==> config.mk <==
export PLATFORM = sky130hd
export DESIGN_NAME = dpr_front
export DESIGN_NICKNAME = d
export VERILOG_FILES = /design/src/rtl/dpr_pkg.sv /design/src/rtl/dpr_front.sv
export SDC_FILE = /design/constraint.sdc
export NUM_CORES = 1
export LEC_CHECK = 0
export ABC_AREA = 1
export BUFFER_PORTS_ARGS = -buffer_cell sky130_fd_sc_hd__buf_2
export CORE_UTILIZATION = 56
export DETAILED_ROUTE_END_ITERATION = 8
export PLACE_DENSITY = 0.84
export SLEW_MARGIN = 20
export SYNTH_ARGS = -nofsm -noshare
export SYNTH_HDL_FRONTEND = slang
export SYNTH_SLANG_ARGS = --single-unit
==> constraint.sdc <==
create_clock -name clock -period 9.86 [get_ports clock]
set_input_delay 0.986 -clock clock [delete_from_list [all_inputs] [get_ports clock]]
set_output_delay 0.986 -clock clock [all_outputs]
set_load 0.05 [all_outputs]
==> src/rtl/dpr_pkg.sv <==
// shared types, constants and helpers of the delta pagerank vertex engine
package dpr_pkg;

   localparam int VERTEX_COUNT_DEF = 4096;
   localparam int QUEUE_DEPTH = 2;
   localparam int QUEUE_PTR_W = $clog2(QUEUE_DEPTH);

   localparam logic signed [31:0] ONE_Q = 32'sd65536;
   localparam logic signed [31:0] DAMP_Q = 32'sd55706;
   localparam logic signed [31:0] TELE_Q = 32'sd9830;
   localparam logic signed [31:0] ROUND_Q = 32'sd32768;

   localparam logic [16:0] THRESHOLD_RESET = 17'd655;

   localparam logic [1:0] KIND_GATHER = 2'd0;
   localparam logic [1:0] KIND_APPLY = 2'd1;
   localparam logic [1:0] KIND_INSERT = 2'd2;
   localparam logic [1:0] KIND_DELETE = 2'd3;

   localparam logic REG_FIRST_ROUND = 1'b0;
   localparam logic REG_THRESHOLD = 1'b1;

   typedef struct packed {
      logic is_apply;
      logic is_edge;
      logic is_delete;
      logic [11:0] target_vertex;
      logic [11:0] source_vertex;
      logic signed [31:0] source_delta;
      logic [15:0] source_out_degree;
   } dpr_item_type;

   typedef struct packed {
      logic pad;
      logic signed [31:0] vertex_delta;
      logic signed [31:0] vertex_rank;
      logic [11:0] flagged_vertex;
      logic mark_changed;
      logic activate_next;
      logic done_flag;
   } dpr_rsp_type;

   function automatic logic signed [31:0] sat32(input logic signed [33:0] v);
      logic signed [31:0] r;
      if (v > 34'sh0_7FFF_FFFF) r = 32'sh7FFF_FFFF;
      else if (v < -34'sh0_8000_0000) r = 32'sh8000_0000;
      else r = v[31:0];
      return r;
   endfunction

endpackage

==> src/rtl/dpr_front.sv <==
// request intake: classifies request kinds and queues them for the back end
module dpr_front (
   input  logic clock,
   input  logic reset,
   input  logic req_tvalid,
   output logic req_tready,
   input  logic [71:0] req_tdata,
   input  logic [1:0] req_tuser,
   input  logic clearing,
   output logic item_valid,
   output dpr_pkg::dpr_item_type item,
   input  logic item_pop
);

   dpr_pkg::dpr_item_type entry_ff [dpr_pkg::QUEUE_DEPTH];
   dpr_pkg::dpr_item_type cls;
   logic [dpr_pkg::QUEUE_PTR_W-1:0] wr_ptr_ff, wr_ptr_in, rd_ptr_ff, rd_ptr_in;
   logic [dpr_pkg::QUEUE_PTR_W:0] count_ff, count_in;
   logic push;

   always_comb begin
      cls = '0;
      cls.target_vertex = req_tdata[11:0];
      cls.source_vertex = req_tdata[23:12];
      cls.source_delta = $signed(req_tdata[55:24]);
      cls.source_out_degree = req_tdata[71:56];
      unique case (req_tuser)
         dpr_pkg::KIND_GATHER: begin
         end
         dpr_pkg::KIND_APPLY: begin
            cls.is_apply = 1'b1;
         end
         dpr_pkg::KIND_INSERT: begin
            cls.is_edge = 1'b1;
         end
         dpr_pkg::KIND_DELETE: begin
            cls.is_edge = 1'b1;
            cls.is_delete = 1'b1;
         end
      endcase
   end

   assign req_tready = (count_ff != (dpr_pkg::QUEUE_PTR_W+1)'(dpr_pkg::QUEUE_DEPTH)) && !clearing;
   assign push = req_tvalid && req_tready;
   assign item_valid = (count_ff != '0);
   assign item = entry_ff[rd_ptr_ff];

   always_comb begin
      wr_ptr_in = push ? wr_ptr_ff + 1'b1 : wr_ptr_ff;
      rd_ptr_in = item_pop ? rd_ptr_ff + 1'b1 : rd_ptr_ff;
      count_in = count_ff;
      if (push && !item_pop) count_in = count_ff + 1'b1;
      else if (!push && item_pop) count_in = count_ff - 1'b1;
   end

   always_ff @(posedge clock) begin
      if (push) entry_ff[wr_ptr_ff] <= cls;
   end

   always_ff @(posedge clock) begin
      if (reset) begin
         wr_ptr_ff <= '0;
         rd_ptr_ff <= '0;
         count_ff <= '0;
      end else begin
         wr_ptr_ff <= wr_ptr_in;
         rd_ptr_ff <= rd_ptr_in;
         count_ff <= count_in;
      end
   end

endmodule

==> impl_metrics.json, run 1 <==
{
  "wl_per_cell_um": 16.4,
  "coreArea_um2": 10200,
  "diodes": 0,
  "area_delta_synth_final_pct": 24.6,
  "slew_headroom_pct": 43.8,
  "grt_max_degree": 49,
  "wl_mm": 9.75,
  "path_clk_slew_ns": 0.06,
  "required_ns": 8.87,
  "start_util_pct": 57.5,
  "endpoint_kind": "output port",
  "max_freq_mhz": 283,
  "setup-tns-final_ns": 0,
  "avgSynthCellArea_um2": 21.3,
  "grt_use_met2_pct": 30.6,
  "synth_top_area_share_pct": 76.6,
  "grt.busiest_layer": "met2",
  "post_cts_resized": 0,
  "clock_latency_ns": 0.51,
  "gr-usage-met1_pct": 21.7,
  "synth_commonest_cells": "edfxtp_1 (150), mux2_4 (50), mux2_2 (25)",
  "place_congestion": 0.753,
  "drc": 0,
  "leakage_uw": 0.00289,
  "yosysMostFrequentCell": "edfxtp_1",
  "first_global_vias": 2978,
  "synth_area_um2": 5880,
  "worst_slew_pin_slew_ns": 0.841,
  "critPathKind": "register to output port",
  "yosysWarnings": 0,
  "cts_root_buf": "clkbuf_8",
  "antenna_found_initial": 0,
  "synth_edf_count": 150,
  "grt-ovfl-total": 0,
  "max_cap_viol_count": 0,
  "max_stage_delay_ns": 0.73,
  "nets": 524,
  "hold_ws_ns": 0.527,
  "yosys.cell_types.count": 16,
  "dpl.hpwl_mm": 6.32,
  "cts_max_level": 4,
  "io-pin-count": 156,
  "die_area_um2": 10900,
  "drtAntennaViolNets": 0,
  "met3_usage_pct": 6.27,
  "cp_slowest_cell": "buf_4",
  "ys_async_sr_fraction_pct": 0,
  "numPortBuffers": 155,
  "firstDrtPassIters": 4,
  "first_iter_violations": 150,
  "dieWidth_um": 104,
  "clock-sinks": 155,
  "viasPerCell": 5.07,
  "ys.flop_type": "edfxtp_1",
  "synthCells": 276,
  "critPathLaunchType": "register",
  "setup_violations": 0,
  "multi_input_area_um2": 1150,
  "powerDensity_nw_per_um2": 218,
  "dieHeight_um": 104,
  "finalCritPeriodShare_pct": 35.8,
  "grt_first_pass_wirelength_mm": 14.7,
  "grt_usage_pct": 18.6,
  "period_minus_slack_ns": 3.53,
  "outcome": "completed",
  "synth_seq_cells": 155,
  "num_rows": 37,
  "crit_chain": "buf_4, mux2_2, buf_2",
  "synth_top_area_cell": "edfxtp_1",
  "ctsHoldBuffers": 0,
  "rsz0062_at_grt": "no",
  "critPathMaxFanout": 48,
  "final.fill_count": 649,
  "ir_worst_vdd_uv": 103,
  "slew_violations": 0,
  "synth_area_leaders": "edfxtp_1 (77%), mux2_4 (13%), mux2_2 (4.8%)",
  "ff_latch_area_um2": 4610,
  "hold_class": "register to register",
  "vias": 3006,
  "skew_ns": 0.00409,
  "cts_buffers": 17,
  "finalHoldViolations": 0,
  "seq_area_frac_synth_pct": 78.3,
  "clockBufferDepth": 2,
  "final_layout_size_suffix_gt1_share_pct": 57.8,
  "cp.arrival_ns": 2.54,
  "post_cts_buffers": 0,
  "synth_fp_nets": 356,
  "cts_tree": "done"
}
## worst max-delay path, delay by kind of cell (launching register included)
kind | cells | cell delay [ns]
multiplexers | 1 | 0.42
flip-flops | 1 | 0.64
buffers and inverters | 2 | 0.95
## through the flow
| step | worst slack [ns] | std cells | power, uW | instance area, um^2 | util (%) |
|---|---|---|---|---|---|
| 2_1_floorplan | 5.06 | 276 | 970 | 5880 | - |
| 3_3_place_gp | 6.82 | 561 | 1020 | 6780 | 66.3 |
| 3_5_place_dp | 6.79 | 561 | 1020 | 6780 | 66.3 |
| 4_1_cts | 6.28 | 593 | 1610 | 7330 | 71.6 |
| 5_1_grt | 6.19 | 593 | 1650 | 7330 | 71.6 |
| 6_report | 6.33 | 593 | 1600 | 7330 | 71.6 |
## state kept, by name (all words and copies together), names as in the netlist, named ones only
register and cells:
rd_ptr_ff 1, entry_ff 150, wr_ptr_ff 1, count_ff 2
## layout by cell type (no fill, tap or decap)
cell,n
buf_2,155
edfxtp_1,150
mux2_4,50
mux2_2,25
clkbuf_16,16
inv_1,12
nand2_1,9
clkinv_2,5
nor2_1,5
clkinvlp_4,5
clkinv_1,4
dfxtp_1,4
buf_4,3
nand3_1,2
a21oi_1,2
nand4_1,2
bufinv_16,2
nor2_4,1
o21ai_0,1
xnor2_1,1
ha_1,1
dfxtp_4,1
clkbuf_8,1
## metal layers
metal  part of all wire, %  vias to the layer above
met5                     0                        -
met4                   2.4                        0
met3                   6.4                       18
met2                    51                      121
li1                      -                     1401
met1                    40                     1466
## cell type report
class                           instances  area share, %
Tap cell                              136           2.32
Multi-Input combinational cell         99           15.8
Timing Repair Buffer                  158           10.9
Clock buffer                           17           5.65
Sequential cell                       155           62.9
Inverter                               13          0.683
Clock inverter                         15           1.81
## logic make-up (layout without fill, tap and decap cells)
logic type / count (synthesis) / after routing / synth area share (%)
AND/OR/NAND/NOR: 19 / 19 / 1.34
buffers and inverters: 22 / 203 / 2.21
AO/OA/AOI/OAI: 3 / 3 / 0.255
multiplexers: 75 / 75 / 17.5
XOR/XNOR: 1 / 1 / 0.149
flip-flops: 155 / 155 / 78.3
adder cells (fa/ha/maj): 1 / 1 / 0.213
## where the power goes
part	switching, uW	total (uW)	internal [uW]
combinational	163	240	77.0
sequential	12.8	767	754
clock	236	589	353
total	412	1600	1180
## worst paths after layout
check | cells after the start | to | startpoint | slack [ns]
hold reg to reg | 2 | rd_ptr_ff | rd_ptr_ff | 0.53
hold / removal | 2 | rd_ptr_ff | rd_ptr_ff | 0.53
setup / recovery | 3 | item[9] | register | 6.33
setup reg to reg | 5 | entry_ff[0][8] | count_ff[0] | 7.50
Note: power is estimated with default switching activity, not from simulation.
==> run 2, diff against run 1 <==
--- a/config.mk
+++ b/config.mk
@@ -7,9 +7,9 @@
 export LEC_CHECK = 0
 export ABC_AREA = 1
 export BUFFER_PORTS_ARGS = -buffer_cell sky130_fd_sc_hd__buf_2
-export CORE_UTILIZATION = 56
+export CORE_UTILIZATION = 52
 export DETAILED_ROUTE_END_ITERATION = 8
-export PLACE_DENSITY = 0.84
+export PLACE_DENSITY = 0.79
 export SLEW_MARGIN = 20
 export SYNTH_ARGS = -nofsm -noshare
 export SYNTH_HDL_FRONTEND = slang
==> constraint.sdc (replaced) <==
create_clock -name clock -period 3.35 [get_ports clock]
set_input_delay 0.335 -clock clock [delete_from_list [all_inputs] [get_ports clock]]
set_output_delay 0.335 -clock clock [all_outputs]
set_load 0.05 [all_outputs]
==> impl_metrics.json, run 2 (synthesized netlist as in run 1, its figures left out) <==
{
  "clock_latency_ns": 0.42,
  "max_cap_viol_count": 0,
  "clock-sinks": 155,
  "ctsHoldBuffers": 0,
  "cts_tree": "done",
  "wl_mm": 9.94,
  "top_register": "entry_ff",
  "outcome": "completed",
  "layout_common_cells": "buf_2 (155), edfxtp_1 (150), mux2_4 (50)",
  "diodes": 0,
  "final_layout_size_suffix_gt1_share_pct": 58.8,
  "mostFrequentLayoutCell": "buf_2",
  "drtAntennaViolNets": 0,
  "finalHoldViolations": 0,
  "first_iter_violations": 109,
  "wl_per_cell_um": 16.6,
  "powerDensity_nw_per_um2": 658,
  "cts_root_buf": "clkbuf_16",
  "max_freq_mhz": 404,
  "coreArea_um2": 10900,
  "dpl.hpwl_mm": 6.62,
  "num_rows": 38,
  "critPathKind": "register to output port",
  "vias": 3000,
  "hold_ws_ns": 0.108,
  "numPortBuffers": 155,
  "hold_class": "input pin to register",
  "required_ns": 3.01,
  "die_area_um2": 11700,
  "critPathLaunchType": "register",
  "path_clk_slew_ns": 0.07,
  "largest_reg_flops": 150,
  "endpoint_kind": "output port",
  "cts_max_level": 4,
  "slew_violations": 0,
  "critPathMaxFanout": 39,
  "period_minus_slack_ns": 2.48,
  "post_cts_buffers": 0,
  "dieHeight_um": 108,
  "post_cts_resized": 0,
  "grt_max_degree": 43,
  "rsz0062_at_grt": "no",
  "slew_headroom_pct": 57.4,
  "io-pin-count": 156,
  "viasPerCell": 5.01,
  "cts_buffers": 17,
  "antenna_found_initial": 0,
  "nets": 526,
  "cp.arrival_ns": 2.14,
  "grt-ovfl-total": 0,
  "leakage_uw": 0.00294,
  "setup-tns-final_ns": 0,
  "setup_violations": 0,
  "grt_first_pass_wirelength_mm": 14.7,
  "first_global_vias": 3025,
  "place_congestion": 0.699,
  "dieWidth_um": 108,
  "area_delta_synth_final_pct": 26.0,
  "clockBufferDepth": 2,
  "finalPower_uw": 4880,
  "finalCritPeriodShare_pct": 73.9,
  "drc": 0,
  "start_util_pct": 53.8,
  "skew_ns": 0.0171,
  "ir_worst_vdd_uv": 301,
  "worst_slew_pin_slew_ns": 0.638,
  "grt_usage_pct": 17.7,
  "largestRegisters": "entry_ff (150), count_ff (2)",
  "firstDrtPassIters": 5
}
## run 2: changes by cell type in the layout (fill, tap and decap cells not counted), sizes merged
cell	delta
buf	+2
inv	+10
clkinvlp	-3
clkinv	-7
## run 2: stage by stage
step	setup slack, ns	util [%]	cells	cell area (um^2)
after detailed placement	1.28	62.3	567	6810
after CTS	0.830	67.8	599	7410
after global routing	0.785	67.8	599	7410
after global placement	1.30	62.3	567	6810
final	0.873	67.8	599	7410
after floorplan	0.393	-	276	5880
## run 2: worst paths after layout
check	cells past startpoint	endpoint	slack, ns	from
worst min-delay path	1	entry_ff[1][70]	0.11	req_tdata[10]
worst max register to register	5	entry_ff[1][16]	1.41	count_ff[0]
worst max-delay path	3	item[66]	0.87	register
worst min register to register	2	register	0.56	rd_ptr_ff
## run 2: per-layer routing
metal | vias up | share of wire (%) | wire length (um) | GRT usage (%)
li1 | 1406 | - | - | -
met4 | 0 | 1.2 | 121 | 8.49
met2 | 133 | 50 | 4940 | 29.3
met5 | - | 0 | 0 | 0
met3 | 11 | 6.9 | 683 | 5.30
met1 | 1450 | 42 | 4200 | 21.2
## run 2: report_power, final
| group | internal [uW] | total [uW] | leakage (uW) | switching (uW) |
|---|---|---|---|---|
| Clock | 1120 | 1910 | 0.000290 | 782 |
| Combinational | 230 | 710 | 0.00123 | 480 |
| Sequential | 2220 | 2260 | 0.00142 | 43.8 |
| Total | 3570 | 4880 | 0.00294 | 1310 |
## run 2: final cells by class
class	count	area (um^2)
Sequential cell	155	4610
Fill cell	726	3520
Multi-Input combinational cell	99	1150
Timing Repair Buffer	160	826
Clock buffer	17	425
Tap cell	140	175
Clock inverter	15	173
Inverter	13	50.0
## run 2: critical path, stage by stage (launching register included)
cell and delay [ns]:
dfxtp_4 0.76, buf_12 0.35, mux2_2 0.38, buf_2 0.21
==> run 3, diff against run 2 <==
--- a/config.mk
+++ b/config.mk
@@ -5,11 +5,11 @@
 export SDC_FILE = /design/constraint.sdc
 export NUM_CORES = 1
 export LEC_CHECK = 0
-export ABC_AREA = 1
+export ABC_AREA = 0
 export BUFFER_PORTS_ARGS = -buffer_cell sky130_fd_sc_hd__buf_2
-export CORE_UTILIZATION = 52
+export CORE_UTILIZATION = 47
 export DETAILED_ROUTE_END_ITERATION = 8
-export PLACE_DENSITY = 0.79
+export PLACE_DENSITY = 0.76
 export SLEW_MARGIN = 20
 export SYNTH_ARGS = -nofsm -noshare
 export SYNTH_HDL_FRONTEND = slang
==> constraint.sdc (replaced) <==
create_clock -name clock -period 2 [get_ports clock]
set_input_delay 0.2 -clock clock [delete_from_list [all_inputs] [get_ports clock]]
set_output_delay 0.2 -clock clock [all_outputs]
set_load 0.05 [all_outputs]
==> impl_metrics.json, run 3 <==
{
  "antenna_found_initial": 0,
  "outcome": "complete, but fails checks",
  "drtAntennaViolNets": 0,
  "skew_ns": 0.00391,
  "area_delta_synth_final_pct": 42.4,
  "synth_fp_nets": 341,
  "synth_seq_cells": 155,
  "rsz0062_at_grt": "no",
  "ys_async_sr_fraction_pct": 0,
  "largestRegisters": "entry_ff (150), count_ff (2)",
  "power_switching_uw": 2100,
  "largest_reg_flops": 150,
  "seq_area_frac_synth_pct": 81.1,
  "vias": 3214,
  "r2r-start": "count_ff[1]",
  "first_global_vias": 3411,
  "clock_latency_ns": 0.41,
  "diodes": 0,
  "leakage_uw": 0.00306,
  "place_congestion": 0.693,
  "top_register": "entry_ff",
  "finalHoldViolations": 0,
  "wl_per_cell_um": 16.7,
  "dp_slack_ns": 0.329,
  "pwr-share-comb_pct": 15.4,
  "critPathLaunchType": "register",
  "final_layout_size_suffix_gt1_share_pct": 50.8,
  "synth_area_um2": 5680,
  "dieWidth_um": 112,
  "violations": "design-rule violations",
  "yosys.cell_types.count": 21,
  "sequentialPowerShare_pct": 43.3,
  "worst_slew_pin_slew_ns": 0.356,
  "yosysMostFrequentCell": "edfxtp_1",
  "critPathMaxFanout": 34,
  "synthCells": 261,
  "mostFrequentLayoutCell": "buf_2",
  "avgSynthCellArea_um2": 21.8,
  "slew_headroom_pct": 76.3,
  "clockBufferDepth": 2,
  "ys.flop_type": "edfxtp_1",
  "num_rows": 39,
  "drc": 8,
  "grt-ovfl-total": 0,
  "worst_slack_ns": 0.0688,
  "cts_max_level": 4,
  "wl_mm": 11.0,
  "max_stage_delay_ns": 0.47,
  "synth_area_leaders": "edfxtp_1 (79%), mux2_2 (14%), dfxtp_1 (1.8%)",
  "die_area_um2": 12500,
  "synth_top_area_share_pct": 79.3,
  "required_ns": 1.80,
  "first_iter_violations": 117,
  "cts_buffers": 17,
  "cts_tree": "done",
  "path_buf_inv": 2,
  "p_int_uw": 6670,
  "dieHeight_um": 112,
  "finalPower_uw": 8770,
  "switching_share_pct": 24.0,
  "ir_worst_vdd_uv": 744,
  "crit_chain": "buf_12, mux2_2, buf_2",
  "hp-start": "reset",
  "slew_violations": 0,
  "max_freq_mhz": 518,
  "powerDensity_nw_per_um2": 1080,
  "firstDrtPassIters": 7,
  "clock-sinks": 155,
  "path_clk_slew_ns": 0.06,
  "grt_max_degree": 60,
  "dpl.hpwl_mm": 6.16,
  "period_minus_slack_ns": 1.93,
  "synth_edf_count": 150,
  "cp_top_family": "flip-flops",
  "p_clk_share_pct": 41.3,
  "cp_slowest_cell": "dfxtp_4",
  "synth_top_area_cell": "edfxtp_1",
  "yosysWarnings": 0,
  "grt_usage_pct": 18.4,
  "numPortBuffers": 155,
  "start_util_pct": 48.9,
  "grt_first_pass_wirelength_mm": 17.0,
  "synth_commonest_cells": "edfxtp_1 (150), mux2_2 (69), mux2_1 (7)",
  "cp.arrival_ns": 1.73,
  "setup_violations": 0,
  "dp_cells": 556,
  "io-pin-count": 156,
  "viasPerCell": 4.86,
  "fin_cells": 661,
  "coreArea_um2": 11600,
  "post-route-util_pct": 69.6,
  "hold_class": "input pin to register",
  "endpoint_kind": "output port",
  "cts_root_buf": "clkbuf_16",
  "critPathKind": "register to output port",
  "max_cap_viol_count": 0,
  "nets": 585,
  "layout_common_cells": "buf_2 (154), edfxtp_1 (150), dlygate4sd3_1 (73)",
  "finalCritPeriodShare_pct": 96.6,
  "setup-tns-final_ns": 0
}
[run 3: cell type report]
type | instances | area [um^2]
sequential | 155 | 4610
tap | 143 | 179
multi-input combinational | 96 | 1010
clock inverter | 9 | 220
timing repair buffer | 234 | 1620
inverter | 1 | 3.75
clock buffer | 23 | 448
fill | 738 | 3530
[run 3: power by group through the flow]
stage | clock, uW | combinational [uW] | sequential [uW]
after floorplan | 0 | 941 | 3840
after global placement | 0 | 1230 | 3850
after global routing | 3800 | 1420 | 3810
final | 3630 | 1350 | 3800
after CTS | 3670 | 1350 | 3800
after detailed placement | 0 | 1240 | 3860
[run 3: timing repair]
| action | CTS | global route |
|---|---|---|
| gates resized for setup | 0 | 1 |
| buffers inserted | 0 | 0 |
| hold buffers | 73 | 0 |
| setup endpoints to repair | 0 | 1 |
| endpoints found under the hold margin | 146 | 0 |
[run 3: worst paths after layout]
kind,to,slack [ns],cells past startpoint
worst max-delay path,item[62],0.07,3
worst min-delay path,count_ff[0],0.03,2
worst max register to register,entry_ff[1][30],0.32,4
worst min register to register,rd_ptr_ff,0.52,2
[run 3: stage by stage]
stage	instance area, um^2	hold slack [ns]
2_1_floorplan	5700	0.265
6_report	8090	0.0300
3_5_place_dp	6690	0.391
3_3_place_gp	6690	0.388
4_1_cts	8080	0.0164
5_1_grt	8090	0.0281
[run 3: worst reg2reg max path, stage by stage, from the launching register on]
cell and delay (ns):
dfxtp_1 0.33, nor2b_4 0.14, nor3b_4 0.26, and2_4 0.37
buf_12 0.25
[run 3: metal layers]
| layer | wire length, um | up-vias | track usage (%) |
|---|---|---|---|
| met4 | 170 | 0 | 6.40 |
| li1 | - | 1517 | - |
| met1 | 4330 | 1563 | 20.3 |
| met5 | 0 | - | 0 |
| met2 | 5740 | 120 | 32.4 |
| met3 | 776 | 14 | 7.29 |
[run 3: cells by family (layout without fill, tap and decap cells)]
family / after synthesis / after routing / share of synthesized area, %
compound gates: 2 / 2 / 0.176
buf+inv: 10 / 267 / 1.43
simple gates: 14 / 14 / 1.59
fa+ha+maj: 1 / 1 / 0.220
xor+xnor: 3 / 3 / 0.463
mux: 76 / 76 / 15.1
flops: 155 / 155 / 81.1
